### config.mk
export PLATFORM = sky130hd
export DESIGN_NAME = websocket_frame_receiver_core
export DESIGN_NICKNAME = d
export VERILOG_FILES = /design/src/hdl/wfr_pkg.sv /design/src/hdl/wfr_front.sv /design/src/hdl/wfr_queue.sv /design/src/hdl/wfr_back.sv /design/src/hdl/websocket_frame_receiver_core.sv
export SDC_FILE = /design/constraint.sdc
export NUM_CORES = 1
export LEC_CHECK = 0
export ABC_AREA = 0
export BUFFER_PORTS_ARGS = -buffer_cell sky130_fd_sc_hd__buf_2
export CORE_ASPECT_RATIO = 0.8
export CORE_MARGIN = 4
export CORE_UTILIZATION = 55
export CTS_CLUSTER_DIAMETER = 150
export CTS_CLUSTER_SIZE = 20
export DETAILED_ROUTE_END_ITERATION = 8
export GPL_TIMING_DRIVEN = 0
export PLACE_DENSITY = 0.72
export SLEW_MARGIN = 20
export SYNTH_ARGS = -nofsm -noshare
export SYNTH_HDL_FRONTEND = slang
export SYNTH_SLANG_ARGS = --single-unit
### constraint.sdc
create_clock -name clk_i -period 6.3 [get_ports clk_i]
set_input_delay 0.315 -clock clk_i [delete_from_list [all_inputs] [get_ports clk_i]]
set_output_delay 0.315 -clock clk_i [all_outputs]
set_load 0.01 [all_outputs]
### src/hdl/wfr_pkg.sv
// Shared types and constants for the WebSocket frame receiver.
package wfr_pkg;

  // Reset value of the message size limit
  localparam logic [15:0] MaxBytesReset = 16'd32768;

  // Default depth of the queue between parser and unmasker
  localparam int unsigned QueueDepthDefault = 4;

  // Error codes
  localparam logic [1:0] ErrUnmasked = 2'd0;
  localparam logic [1:0] ErrLen64    = 2'd1;
  localparam logic [1:0] ErrTooLong  = 2'd2;

  // Continuation opcode and the seven-bit length codes for extended lengths
  localparam logic [3:0] OpcodeCont = 4'h0;
  localparam logic [6:0] LenCode16  = 7'd126;
  localparam logic [6:0] LenCode64  = 7'd127;

  // One result word as it leaves the parser, still masked
  typedef struct packed {
    logic       has_byte;
    logic [7:0] raw_byte;
    logic [7:0] mask_byte;
    logic       message_end;
    logic       abandoned;
    logic [3:0] message_opcode;
    logic       failed;
    logic [1:0] error_code;
  } cmd_t;

endpackage

### src/hdl/wfr_front.sv
// Frame header parser: tracks the frame phase and classifies each input byte.
module wfr_front (
  input  logic          clk_i,
  input  logic          rst_ni,
  input  logic          cfg_we_i,
  input  logic [15:0]   cfg_data_i,
  input  logic          byte_valid_i,
  input  logic [7:0]    byte_i,
  output logic          cmd_valid_o,
  output wfr_pkg::cmd_t cmd_o
);
  import wfr_pkg::*;

  localparam logic [2:0] PhHdr0   = 3'd0;
  localparam logic [2:0] PhHdr1   = 3'd1;
  localparam logic [2:0] PhLenHi  = 3'd2;
  localparam logic [2:0] PhLenLo  = 3'd3;
  localparam logic [2:0] PhMask   = 3'd4;
  localparam logic [2:0] PhData   = 3'd5;
  localparam logic [2:0] PhFailed = 3'd6;

  logic [2:0]  phase_q, phase_d;
  logic [7:0]  flags_q, flags_d;
  logic [15:0] left_q, left_d;
  logic [31:0] key_q, key_d;
  logic [1:0]  idx_q, idx_d;
  logic [15:0] msg_len_q, msg_len_d;
  logic [3:0]  opcode_q, opcode_d;
  logic        open_q, open_d;
  logic [15:0] max_bytes_q;

  logic        fin;
  logic [6:0]  len0;
  logic [3:0]  hdr_op;
  logic [1:0]  idx_inc;
  logic [15:0] left_dec;
  logic [16:0] total_len;
  logic [7:0]  lane;

  assign fin       = flags_q[7];
  assign len0      = byte_i[6:0];
  assign hdr_op    = flags_q[3:0];
  assign idx_inc   = idx_q + 2'd1;
  assign left_dec  = left_q - 16'd1;
  assign total_len = {1'b0, msg_len_q} + {1'b0, left_q};

  // Pick the mask key byte for the current payload position
  always_comb begin
    unique case (idx_q)
      2'd0:    lane = key_q[31:24];
      2'd1:    lane = key_q[23:16];
      2'd2:    lane = key_q[15:8];
      default: lane = key_q[7:0];
    endcase
  end

  // Advance the parser on each accepted byte
  always_comb begin
    phase_d     = phase_q;
    flags_d     = flags_q;
    left_d      = left_q;
    key_d       = key_q;
    idx_d       = idx_q;
    msg_len_d   = msg_len_q;
    opcode_d    = opcode_q;
    open_d      = open_q;
    cmd_valid_o = 1'b0;
    cmd_o       = '0;
    cmd_o.raw_byte       = byte_i;
    cmd_o.mask_byte      = lane;
    cmd_o.message_opcode = opcode_q;
    if (byte_valid_i) begin
      unique case (phase_q)
        PhHdr0: begin
          flags_d = byte_i;
          phase_d = PhHdr1;
        end
        PhHdr1: begin
          if (!byte_i[7]) begin
            cmd_valid_o      = 1'b1;
            cmd_o.failed     = 1'b1;
            cmd_o.error_code = ErrUnmasked;
            phase_d          = PhFailed;
          end else if (len0 == LenCode64) begin
            cmd_valid_o      = 1'b1;
            cmd_o.failed     = 1'b1;
            cmd_o.error_code = ErrLen64;
            phase_d          = PhFailed;
          end else begin
            if (len0 < LenCode16) begin
              left_d  = {9'd0, len0};
              idx_d   = 2'd0;
              phase_d = PhMask;
            end else begin
              phase_d = PhLenHi;
            end
            // A new non-continuation frame drops any open message
            if (hdr_op != OpcodeCont) begin
              if (open_q) begin
                cmd_valid_o     = 1'b1;
                cmd_o.abandoned = 1'b1;
              end
              opcode_d  = hdr_op;
              msg_len_d = 16'd0;
            end
            open_d = 1'b1;
          end
        end
        PhLenHi: begin
          left_d  = {byte_i, 8'd0};
          phase_d = PhLenLo;
        end
        PhLenLo: begin
          left_d  = {left_q[15:8], byte_i};
          idx_d   = 2'd0;
          phase_d = PhMask;
        end
        PhMask: begin
          key_d = {key_q[23:0], byte_i};
          idx_d = idx_inc;
          if (idx_inc == 2'd0) begin
            if (left_q == 16'd0) begin
              phase_d = PhHdr0;
              if (fin) begin
                cmd_valid_o       = 1'b1;
                cmd_o.message_end = 1'b1;
                open_d            = 1'b0;
                msg_len_d         = 16'd0;
              end
            end else if (total_len > {1'b0, max_bytes_q}) begin
              cmd_valid_o      = 1'b1;
              cmd_o.failed     = 1'b1;
              cmd_o.error_code = ErrTooLong;
              phase_d          = PhFailed;
            end else begin
              phase_d = PhData;
            end
          end
        end
        PhData: begin
          idx_d          = idx_inc;
          left_d         = left_dec;
          msg_len_d      = msg_len_q + 16'd1;
          cmd_valid_o    = 1'b1;
          cmd_o.has_byte = 1'b1;
          if (left_dec == 16'd0) begin
            phase_d = PhHdr0;
            if (fin) begin
              cmd_o.message_end = 1'b1;
              open_d            = 1'b0;
              msg_len_d         = 16'd0;
            end
          end
        end
        default: begin
          // Failed: drop every byte until reset
        end
      endcase
    end
  end

  // Hold parser state and the size limit
  always_ff @(posedge clk_i or negedge rst_ni) begin
    if (!rst_ni) begin
      phase_q     <= PhHdr0;
      flags_q     <= 8'd0;
      left_q      <= 16'd0;
      key_q       <= 32'd0;
      idx_q       <= 2'd0;
      msg_len_q   <= 16'd0;
      opcode_q    <= 4'd0;
      open_q      <= 1'b0;
      max_bytes_q <= MaxBytesReset;
    end else begin
      phase_q   <= phase_d;
      flags_q   <= flags_d;
      left_q    <= left_d;
      key_q     <= key_d;
      idx_q     <= idx_d;
      msg_len_q <= msg_len_d;
      opcode_q  <= opcode_d;
      open_q    <= open_d;
      if (cfg_we_i) begin
        max_bytes_q <= cfg_data_i;
      end
    end
  end

endmodule

### src/hdl/wfr_queue.sv
// Short register queue that decouples the parser from the unmasker.
module wfr_queue #(
  parameter int unsigned Depth = wfr_pkg::QueueDepthDefault
) (
  input  logic          clk_i,
  input  logic          rst_ni,
  input  logic          push_i,
  input  wfr_pkg::cmd_t data_i,
  output logic          full_o,
  output logic          nempty_o,
  input  logic          pop_i,
  output wfr_pkg::cmd_t data_o
);
  import wfr_pkg::*;

  localparam int unsigned PtrW = (Depth > 1) ? $clog2(Depth) : 1;
  localparam int unsigned CntW = $clog2(Depth + 1);

  cmd_t            mem_q [Depth];
  logic [PtrW-1:0] wr_ptr_q, rd_ptr_q;
  logic [CntW-1:0] count_q;
  logic            do_push, do_pop;

  assign full_o   = (count_q == CntW'(Depth));
  assign nempty_o = (count_q != '0);
  assign do_push  = push_i && !full_o;
  assign do_pop   = pop_i && nempty_o;
  assign data_o   = mem_q[rd_ptr_q];

  // Store incoming words
  always_ff @(posedge clk_i) begin
    if (do_push) begin
      mem_q[wr_ptr_q] <= data_i;
    end
  end

  // Advance pointers and occupancy
  always_ff @(posedge clk_i or negedge rst_ni) begin
    if (!rst_ni) begin
      wr_ptr_q <= '0;
      rd_ptr_q <= '0;
      count_q  <= '0;
    end else begin
      if (do_push) begin
        wr_ptr_q <= (wr_ptr_q == PtrW'(Depth - 1)) ? '0 : wr_ptr_q + PtrW'(1);
      end
      if (do_pop) begin
        rd_ptr_q <= (rd_ptr_q == PtrW'(Depth - 1)) ? '0 : rd_ptr_q + PtrW'(1);
      end
      if (do_push && !do_pop) begin
        count_q <= count_q + CntW'(1);
      end else if (do_pop && !do_push) begin
        count_q <= count_q - CntW'(1);
      end
    end
  end

endmodule

### src/hdl/wfr_back.sv
// Unmasker and output register that presents results as a queue head.
module wfr_back (
  input  logic          clk_i,
  input  logic          rst_ni,
  input  logic          cmd_avail_i,
  input  wfr_pkg::cmd_t cmd_i,
  output logic          cmd_take_o,
  output logic          empty_o,
  input  logic          pop_i,
  output logic          has_byte_o,
  output logic [7:0]    payload_byte_o,
  output logic          message_end_o,
  output logic          abandoned_o,
  output logic [3:0]    message_opcode_o,
  output logic          failed_o,
  output logic [1:0]    error_code_o
);
  import wfr_pkg::*;

  logic       valid_q;
  logic       has_q, end_q, aband_q, fail_q;
  logic [7:0] byte_q;
  logic [3:0] op_q;
  logic [1:0] code_q;

  // Refill the output register when it is free or being taken
  assign cmd_take_o = cmd_avail_i && (!valid_q || pop_i);
  assign empty_o    = !valid_q;

  always_ff @(posedge clk_i or negedge rst_ni) begin
    if (!rst_ni) begin
      valid_q <= 1'b0;
    end else if (cmd_take_o) begin
      valid_q <= 1'b1;
    end else if (pop_i) begin
      valid_q <= 1'b0;
    end
  end

  // Unmask payload and hold the result word
  always_ff @(posedge clk_i) begin
    if (cmd_take_o) begin
      has_q  <= cmd_i.has_byte;
      byte_q <= cmd_i.has_byte ? (cmd_i.raw_byte ^ cmd_i.mask_byte) : 8'd0;
      end_q  <= cmd_i.message_end;
      aband_q <= cmd_i.abandoned;
      op_q   <= cmd_i.message_opcode;
      fail_q <= cmd_i.failed;
      code_q <= cmd_i.error_code;
    end
  end

  assign has_byte_o       = has_q;
  assign payload_byte_o   = byte_q;
  assign message_end_o    = end_q;
  assign abandoned_o      = aband_q;
  assign message_opcode_o = op_q;
  assign failed_o         = fail_q;
  assign error_code_o     = code_q;

endmodule

### src/hdl/websocket_frame_receiver_core.sv
// WebSocket frame receiver: parses, unmasks and reports client frames.
// Throughput: one stream byte per cycle while the word queue is not full.
// A result goes from the parser into the word queue, then into the unmasker's
// output register, where it waits until popped.
// Reset: asynchronous, active low; parser expects a first header byte,
// queue and output are empty, and the message limit returns to 32768.
module websocket_frame_receiver_core #(
  parameter int unsigned QueueDepth = wfr_pkg::QueueDepthDefault
) (
  input  logic        clk_i,
  input  logic        rst_ni,
  input  logic        cfg_valid_i,
  output logic        cfg_ready_o,
  input  logic [15:0] cfg_data_i,
  input  logic        push,
  output logic        full,
  input  logic [7:0]  stream_byte_i,
  output logic        empty,
  input  logic        pop,
  output logic        has_byte_o,
  output logic [7:0]  payload_byte_o,
  output logic        message_end_o,
  output logic        abandoned_o,
  output logic [3:0]  message_opcode_o,
  output logic        failed_o,
  output logic [1:0]  error_code_o
);
  import wfr_pkg::*;

  logic accept;
  logic cmd_valid;
  cmd_t cmd_in, cmd_head;
  logic q_nempty, q_take;

  assign cfg_ready_o = 1'b1;
  assign accept      = push && !full;

  // Parse and classify each accepted byte
  wfr_front u_front (
    .clk_i        (clk_i),
    .rst_ni       (rst_ni),
    .cfg_we_i     (cfg_valid_i && cfg_ready_o),
    .cfg_data_i   (cfg_data_i),
    .byte_valid_i (accept),
    .byte_i       (stream_byte_i),
    .cmd_valid_o  (cmd_valid),
    .cmd_o        (cmd_in)
  );

  // Buffer words between parser and unmasker
  wfr_queue #(
    .Depth (QueueDepth)
  ) u_queue (
    .clk_i    (clk_i),
    .rst_ni   (rst_ni),
    .push_i   (cmd_valid),
    .data_i   (cmd_in),
    .full_o   (full),
    .nempty_o (q_nempty),
    .pop_i    (q_take),
    .data_o   (cmd_head)
  );

  // Unmask and present results
  wfr_back u_back (
    .clk_i            (clk_i),
    .rst_ni           (rst_ni),
    .cmd_avail_i      (q_nempty),
    .cmd_i            (cmd_head),
    .cmd_take_o       (q_take),
    .empty_o          (empty),
    .pop_i            (pop),
    .has_byte_o       (has_byte_o),
    .payload_byte_o   (payload_byte_o),
    .message_end_o    (message_end_o),
    .abandoned_o      (abandoned_o),
    .message_opcode_o (message_opcode_o),
    .failed_o         (failed_o),
    .error_code_o     (error_code_o)
  );

endmodule
### Word level (Yosys, flattened, before mapping)

Memory sizes are Yosys's and may differ from the RTL's.
Cells that the tools add are included.

* input bits: 29
* bits in registers: 124
* memories: 1
* bits in writable memories: 104
* bits in read-only memories: 0
* bits in latches: 0

Memory list
* u_queue.mem_q: words 4, bits a word 26, read ports 1, clocked after memory_dff 0, write ports 1, RTL line wfr_queue.sv:19 `cmd_t mem_q [Depth];`

* bitwise logic cells: 3
* equality and inequality tests: 19
* $add $sub $neg: 8
* reductions and logical operators: 35
* multiply operators: 0
* mux-type cells: 68
* shift-type cells: 0
* $lt $le $gt $ge: 2
* div/mod/pow operators: 0

Operator list (number)
* 16-bit 2-to-1 mux: 11
* 16-bit case mux with 4 select lines: 1
* 16-bit case mux with 3 select lines: 1
* 3-bit 2-to-1 mux: 14
* 16-bit logical NOT: 2
* 1-bit 2-to-1 mux: 27
* 8-bit case mux with 3 select lines: 1
* 3-bit case mux with 6 select lines: 1
* 16-bit by 16-bit adder with 17-bit output: 1
* 17-bit by 16-bit > comparator with 1-bit output: 1
* 16-bit by 1-bit adder with 16-bit output (second input constant): 1
* 16-bit by 1-bit subtractor with 16-bit output (second input constant): 1
* 5-bit AND reduction: 3
* 2-bit 2-to-1 mux: 7
* 2-bit by 1-bit != test with 1-bit output (second input constant): 6
* 3-bit nonzero test: 4
* 3-bit equality test (second input constant): 3
* 8-bit AND reduction: 1
* 4-bit nonzero test: 2
* 8-bit XOR: 1
* 7-bit equality test (second input constant): 1
* 7-bit less-than comparator (second input constant): 1
* 7-bit AND reduction: 1
* 2-bit by 1-bit adder with 2-bit output (second input constant): 3
* other kinds (23): 40

### Longest topological paths before layout

Gate-level depths: netlist (run 1).

* depth after elaboration: 12
* mapped depth: 23

### Hierarchy

Synthesis (run 1) repeated with hierarchy kept, for this count alone.

* cell total of the unflattened synthesis: 883
* area total of the unflattened synthesis: 11103.1 µm²

Modules (own cells, without submodules)
* wfr_front: seq. area each 2378.5 µm², instances 1, area each 6109.6 µm², cells an instance 668
* wfr_queue: seq. area each 3298.2 µm², instances 1, area each 4260.3 µm², cells an instance 173
* wfr_back: seq. area each 565.5 µm², instances 1, area each 708.2 µm², cells an instance 39
* websocket_frame_receiver_core: seq. area each 0.0 µm², instances 1, area each 25.0 µm², cells an instance 3

### Worst setup path after synthesis (run 1)

Ideal clock, no wire load.

* path kind: register to register
* start point: register u_front.left_q[0]
* end point: register u_queue.count_q[1]
* period minus slack after synthesis: 4.385 ns
* required time: 6.175 ns
* slack: 1.915 ns
* setup time: 0.125 ns
* data arrival time: 4.260 ns
* cell stages (with the launch flop): 22
* path through: dfrtp_1 > ha_1 > inv_1 > fa_1 > nor2b_1 > o31a_1 > o21ai_0 > o211ai_1 > a21oi_1 > nand3b_1 > nand3_1 > ha_1 > nand2_1 > nor2_1 > nand2_1 > o32a_1 > o31a_1 > o21a_1 > ha_1 > inv_1 > fa_1 > mux2_2

* word-level cells in the longest chain between the ends: 11
* elaborated cells between the ends (all ways): 14
* those cells by class: 1 x add/sub; 1 x order compare; 6 x mux; 6 x reduce/logical

RTL lines
* start, declared: RTL line wfr_front.sv:24 `logic [15:0] left_q, left_d;`
* start signal, assigned: RTL line wfr_front.sv:177 `left_q <= left_d;`
* 16-bit by 16-bit adder with 17-bit output: RTL line wfr_front.sv:45 `assign total_len = {1'b0, msg_len_q} + {1'b0, left_q};`
* 17-bit by 16-bit > comparator with 1-bit output: RTL line wfr_front.sv:130 `end else if (total_len > {1'b0, max_bytes_q}) begin`
* 1-bit 2-to-1 mux: RTL line wfr_front.sv:130
* 1-bit 2-to-1 mux *: RTL line wfr_front.sv:122 `if (left_q == 16'd0) begin`
* 1-bit 2-to-1 mux *: RTL line wfr_front.sv:121 `if (idx_inc == 2'd0) begin`
* 1-bit case mux with 3 select lines *: RTL line wfr_front.sv:73 `unique case (phase_q)`
* 1-bit 2-to-1 mux *: RTL line wfr_front.sv:72 `if (byte_valid_i) begin`
* 1-bit logical AND *: RTL line wfr_queue.sv:26 `assign do_push = push_i && !full_o;`
* net u_queue.do_push: RTL line wfr_queue.sv:22 `logic do_push, do_pop;`
* 1-bit logical NOT: RTL line wfr_queue.sv:52 `end else if (do_pop && !do_push) begin`
* 1-bit logical AND: RTL line wfr_queue.sv:52
* 2-bit nonzero test (no line)
* end signal, assigned: RTL line wfr_queue.sv:51 `count_q <= count_q + CntW'(1);`
* end signal, assigned: RTL line wfr_queue.sv:53 `count_q <= count_q - CntW'(1);`
* end, declared: RTL line wfr_queue.sv:21 `logic [CntW-1:0] count_q;`

Mark *: on every way through the listed nets, which the timed path passes. The rest lies on a longest branch.
A chain may end at the register's enable or synchronous reset.

### Worst setup path after layout (run 1)

Same ends and word-level chain as after synthesis.

==> results of run 1 <==
power by group through the flow:
stage               sequential, W  clock [W]  combinational (W)
CTS                       0.00222   0.000956            0.00191
floorplan                 0.00220          0            0.00136
detailed placement        0.00225          0            0.00189
global route              0.00227    0.00101            0.00214
global placement          0.00224          0            0.00185
finish                    0.00222   0.000936            0.00192
critical path, stage by stage, from the launching register on:
cell      delay [ns]
dfrtp_1         0.49
ha_1            0.26
inv_1           0.07
fa_1            0.20
nor2b_1         0.07
o31a_1          0.28
o21ai_0         0.54
o211ai_1        0.19
a21oi_1         0.32
nand3b_1        0.16
nand3_1         0.11
ha_1            0.31
nand2_1         0.05
nor2_1          0.16
nand2_1         0.09
o32a_1          0.36
o31a_1          0.15
o21a_1          0.30
ha_1            0.24
inv_1           0.08
fa_1            0.40
mux2_2          0.26
routing by layer:
metal,up-vias,part of all wire [%]
li1,3469,-
met1,3614,49
met2,200,44
met3,24,5.8
met4,0,1.1
met5,-,0
cell usage in the layout (no fill, tap or decap), drive strengths merged, types with 6 or more instances in the layout:
master  netlist  layout
a21oi        38      38
nand3        14      14
and2          9       9
clkbuf       24      47
a222oi        8       8
inv          52      54
o21ai        79      79
edfxtp      122     122
nor3         22      22
dfrtp       102     102
o22ai         6       6
nor2b         9       9
nand2        67      67
o21a         11      11
buf          10      59
nand4         9       9
mux2i        10      10
nor2         73      73
mux4         17      17
ha           45      45
nor4          6       6
xor2          9       9
mux2         36      36
xnor2        48      48
through the flow:
step / instances / util (%) / hold slack, ns
2_1_floorplan: 912 / - / 0.0194
3_3_place_gp: 1218 / 59.8 / 0.468
3_5_place_dp: 1219 / 60.1 / 0.237
4_1_cts: 1245 / 62.3 / 0.0125
5_1_grt: 1245 / 62.3 / 0.00649
6_report: 1245 / 62.3 / 0.0330
cell type report:
type,count,area (sq um)
fill,1500,7270
sequential,225,6240
multi-input combinational,601,4420
clock buffer,23,405
tap,258,323
timing repair buffer,50,284
inverter,52,195
buffer,34,144
clock inverter,2,25.0
what timing repair did:
action | in CTS | in global routing
setup endpoints to repair | 0 | 0
hold endpoints to repair | 37 | 0
hold buffers | 1 | 0
Yosys cell counts, drive strengths merged (3+ instances only):
cell and n:
a211oi 5, a21o 3, a21oi 38, a221oi 3
a222oi 8, a22oi 3, a31oi 3, and2 9
and3 5, and4 5, buf 10, clkbuf 24
dfrtp 102, edfxtp 122, ha 45, inv 52
mux2 36, mux2i 10, mux4 17, nand2 67
nand2b 5, nand3 14, nand3b 3, nand4 9
nor2 73, nor2b 9, nor3 22, nor3b 3
nor4 6, o21a 11, o21ai 79, o21bai 4
o22ai 6, o31a 5, o31ai 5, o41ai 5
or2 3, or3 3, xnor2 48, xor2 9
state kept, by name (all words and copies together) (netlist names), 2 cells and up:
signal,flops
u_queue.count_q,3
u_front.opcode_q,4
u_front.left_q,16
u_front.idx_q,2
u_back.error_code_o,2
u_front.msg_len_q,16
u_queue.rd_ptr_q,2
u_front.phase_q,3
u_queue.wr_ptr_q,2
u_queue.mem_q,104
u_back.message_opcode_o,4
u_back.payload_byte_o,8
u_front.key_q,32
u_front.max_bytes_q,16
u_front.flags_q,5
logic make-up after synthesis:
| family | Yosys count |
|---|---|
| adders and majority gates | 47 |
| xor gates and xnor gates | 57 |
| muxes | 63 |
| and+or+nand+nor | 241 |
| DFF | 225 |
| buffers and inverters | 86 |
| AOI/OAI and AO/OA | 192 |
| other | 1 |
path summary, 6_finish.rpt:
kind                                   start                endpoint  slack (ns)  depth (start not counted)
hold reg to reg             u_front.key_q[0]        u_front.key_q[0]        0.49                          2
setup reg to reg           u_front.left_q[0]      u_queue.count_q[1]        1.09                         21
min in group asynchronous             rst_ni  u_front.max_bytes_q[2]        0.30                          2
hold / removal                           pop          u_back.valid_q        0.03                          2
max in group asynchronous             rst_ni       u_front.left_q[8]        5.32                          3
setup / recovery           u_front.left_q[0]      u_queue.count_q[1]        1.09                         21
==> metrics.txt, run 1 <==
# DRC=0; internal power=around 0.0032 W; register area share after synthesis=a little under three fifths; Clk network pwr share=18.4%; Cells after Synth=912; leakage=4.72 nW; post-synthesis compound-gate area fraction=11.1%; post-synthesis mux area share=~8.1%; via/cell ratio=~5.9; initial antenna violation count=0; clk root buf=clkbuf_16; Max clock buf depth=3; crit path capture type=flop; Avg Cell Area, Syn=around 12 sq um; Routed WL per cell=18.5 um; PortBufs=48; Post-Synth XOR/XNOR Area=roughly 4.5%; global routing usage on met1=32.6%; Final Power=slightly above 0.005 W; clock insertion delay at the later pin of the skew report=approximately 0.5 ns; DRT antenna net count=0; Simple-Gate Fraction of Synth Area=about 11%; syn_nets=between 900 and 1000; Seq pwr share=~44%; synth top area cells=edfxtp_1 33%, dfrtp_1 23%, ha_1 5.1%, xnor2_1 3.8%, mux2_2 3.5%; Max-slew headroom=about a third; net switching power=about 0.0019 W; Die X=166 um; switching share of total power=between 30% and 40%; Starting Density=between 50 and 60%; initial DRC count=~700; fin area=~12000 sq um; All-Layer GR Usage=about a fifth; Worst-path clk slew=~0.08 ns; WP data required=roughly 6.7 ns; Post-CTS Setup Inserts=0; ys flop type=edfxtp_1; cell area after synthesis=between 10000 and 15000 sq um; ANT cells=0; die area=roughly 22000 sq um; final setup fails=0; Sink Count=around 230; setup ws final=1.09 ns; Yosys warning total=0; crit path kind=flop to flop; leading area contributor after synthesis=edfxtp_1; top-level port count=50; fmax=192 MHz; via count=between 7000 and 8000; Startpoint Class=flop; GRT busiest layer=met1; met2 GRT Util=between 30 and 40%; RSZ-0062 raised after global routing=no; total grt overflow=0; Area Growth Syn to Fin=9.59%; DRT Wirelength=around 23 mm; DIE HEIGHT=around 130 um; ratio of cells with drive above 1 in the final layout=14.2%; outcome=finished, final reports clean; Synth top area share=between 30% and 40%; final worst path period share=between 80% and 90%; Crit Path Max Fanout=9; first-pass GRT wire length=37.3 mm; Slew Viols, Final=0; first-pass iteration count of the detailed router=6; hpwl dp=~16 mm; Tightest Hold Check Type=primary input to flop; Rows=45; pre-CTS WS=about 1.2 ns; maximum vdd drop=~230 uV; Final TNS setup=0 ns; Max Clock Skew=about 0.027 ns; Yosys cell types=71; max-cap viol count=0; H-tree Lvls=1; Placer Congestion=~0.90; final hold violation count=0; vias in the first global route=around 6900; Layout Nets=around 1100; minimum clock period=about 5.2 ns; GR Layer Usage met3=under 10%; Num CTS Buffers=15; core area=roughly 19000 sq um; largest net degree at the start of global routing=67; combinational fraction of design power=between 30 and 40%; CTS resizes=0; Worst-Margin Slew=slightly below 1 ns; Crit path arrival time=about 5.6 ns; Post-synth EDFFs=around 120; largest family of logic cells by synthesized area=compound AO/OA/AOI/OAI gates; Power Dens Cells=between 400 and 500 nW/um^2; CTS tree=done; register bit count reported by yosys=approximately 230; Post-Place Cell Area=roughly 12000 sq um; ys async rst share=a little under half; Adder-Cell Fraction of Synth Area=~5.5%
(Power assumes the default switching activity.)
==> inputs of run 2 (changes only) <==
clock period = 5 ns   (was 6.3 ns; I/O delays follow)
==> metrics.txt, run 2 (same netlist as run 1, synthesis figures left out) <==
Largest regs=u_queue.mem_q (104), u_front.key_q (32); Final TNS setup=0 ns (unchanged); critical path's largest stage delay=0.41 ns (-0.13 ns); DRT antenna net count=0 (unchanged); Rows=45 (unchanged); ANT cells=0 (unchanged); commonest non-fill, non-tap cell in the layout=edfxtp_1; Routed WL per cell=18.5 um (-0.12%); most frequent CP cell=ha_1; Placer Congestion=0.904 (unchanged); Starting Density=56.9% (unchanged); initial DRC count=638 (-7.7%); commonest non-fill, non-tap cells in the layout=122 x edfxtp_1, 100 x dfrtp_1, 75 x o21ai_0; met2 GRT Util=31.8% (+0.95 points); Slew Viols, Final=0 (unchanged); r2r setup slk=0.22 ns (-0.87 ns); crit path capture type=flop; H-tree Lvls=1 (unchanged); Fill cells=1480 (-1.3%); All-Layer GR Usage=20.8% (+0.34 points); Worst-Margin Slew=0.965 ns (-0.0153 ns); via count=7359 (+0.71%); CTS tree=done; DIE HEIGHT=134 um (unchanged); fin area=12300 sq um (+2.0%); maximum vdd drop=288 uV (+26%); via/cell ratio=5.81 (-0.96%); minimum clock period=4.78 ns (-0.430 ns); PortBufs=48 (unchanged); ratio of cells with drive above 1 in the final layout=15.1% (+0.89 points); Die X=166 um (unchanged); Max Clock Skew=0.0248 ns (-0.00197 ns); Power Dens Cells=525 nW/um^2 (+24%); core area=19300 sq um (unchanged); hpwl dp=16.1 mm (unchanged); Biggest register=u_queue.mem_q; Area Growth Syn to Fin=11.8%; Layout Nets=1076 (+2.0%); Worst-path clk slew=0.09 ns (about the same); top-level port count=50 (unchanged); fmax=209 MHz (+9.0%); first-pass GRT wire length=37.9 mm (+1.6%); Crit path arrival time=5.15 ns (-0.43 ns); Crit Path Max Fanout=7 (-2); Worst path slowest cell=dfrtp_2; die area=22300 sq um (unchanged); outcome=finished, final reports clean; Post-Place Cell Area=11600 sq um (unchanged); clk root buf=clkbuf_16; WP data required=5.37 ns (-1.30 ns); critical path, cell by cell=ha_1 -> inv_1 -> fa_1 -> nor2b_2 -> o31a_1 -> o21ai_4 -> o211ai_1 -> a21oi_2 -> o21ai_0 -> nand3_1 -> ha_1 -> nand2_1 -> nor2_1 -> nand2_1 -> o32a_1 -> o31a_1 -> o21a_4 -> ha_1 -> inv_1 -> fa_1 -> mux2_2; final worst path period share=95.5% (+13 points); Reg area=6240 sq um (about the same); # DRC=0 (unchanged); Startpoint Class=flop; Max clock buf depth=3 (unchanged); GR Layer Usage met3=3.06% (unchanged); total grt overflow=0 (unchanged); Max-slew headroom=35.6% (+1.0 points); max-cap viol count=0 (unchanged); crit path kind=flop to flop; final hold violation count=0 (unchanged); clock insertion delay at the later pin of the skew report=0.49 ns (about the same); final setup fails=0 (unchanged); initial antenna violation count=0 (unchanged); Tightest Hold Check Type=primary input to flop; area of the multi-input gates=4460 sq um (+0.85%); final hold slack=0.0520 ns (+0.0190 ns); DRT Wirelength=23.4 mm (+1.6%); largest net degree at the start of global routing=67 (unchanged); Num CTS Buffers=15 (unchanged); first-pass iteration count of the detailed router=7 (+1); Sink Count=225 (unchanged); global routing usage on met1=32.8% (+0.22 points); leakage=4.82 nW (+2.2%); vias in the first global route=7013 (+1.6%); Final Power=0.00644 W (+27%); max reg flops=104 (unchanged); GRT busiest layer=met1
run 2: changes by cell type in the layout (fill, tap and decap cells not counted), sizes merged:
cell         delta
buf             +4
dlygate4sd3    +17
run 2: critical path, delay by kind of cell, from the launching register on:
family,cells,cell delay [ns]
fa+ha+maj,5,1.52
flops,1,0.41
mux,1,0.26
buf+inv,2,0.14
compound gates,8,1.74
simple gates,5,0.58
run 2: path summary, 6_finish.rpt:
path,from,to,cells past startpoint
setup / recovery,u_front.msg_len_q[0],u_queue.count_q[1],21
setup reg to reg,u_front.msg_len_q[0],u_queue.count_q[1],21
max in group asynchronous,rst_ni,u_front.left_q[13],3
hold / removal,cfg_valid_i,u_front.max_bytes_q[0],2
hold reg to reg,u_front.key_q[0],u_front.key_q[0],2
min in group asynchronous,rst_ni,u_front.max_bytes_q[2],2
run 2: final cells by class:
type                    instances  share of cell area (%)
multi-input cells             601                    36.3
clock buffers                  23                    3.30
inverters                      52                    1.59
plain buffers                  34                    1.17
clock inverters                 2                   0.204
repair buffers                 71                    3.94
flip-flops and latches        225                    50.9
well taps                     258                    2.63
run 2: where the power goes:
| part | leakage, nW | internal, W | switching, W | total [W] |
|---|---|---|---|---|
| sequential | 2.43 | 0.00248 | 0.000315 | 0.00280 |
| combinational | 2.18 | 0.00101 | 0.00145 | 0.00246 |
| clock | 0.206 | 0.000574 | 0.000610 | 0.00118 |
run 2: timing repair:
action,CTS,global route
resized for setup,1,10
endpoints found under the hold margin,54,0
hold buffers,18,0
buffers inserted,0,4
setup endpoints to repair,7,106
cloned,0,0
pin swaps,0,1
run 2: layer usage:
layer / vias to the layer above / share of wire (%)
met5: - / 0
met3: 25 / 6.8
li1: 3515 / -
met4: 0 / 1.1
met2: 245 / 44
met1: 3574 / 48
run 2: per-stage QoR:
step	setup slack [ns]	cells	util, %
floorplan	0.615	912	-
global placement	-0.317	1218	59.8
detailed placement	-0.125	1219	60.1
CTS	0.0474	1262	63.2
global route	-0.0345	1266	63.6
finish	0.224	1266	63.6
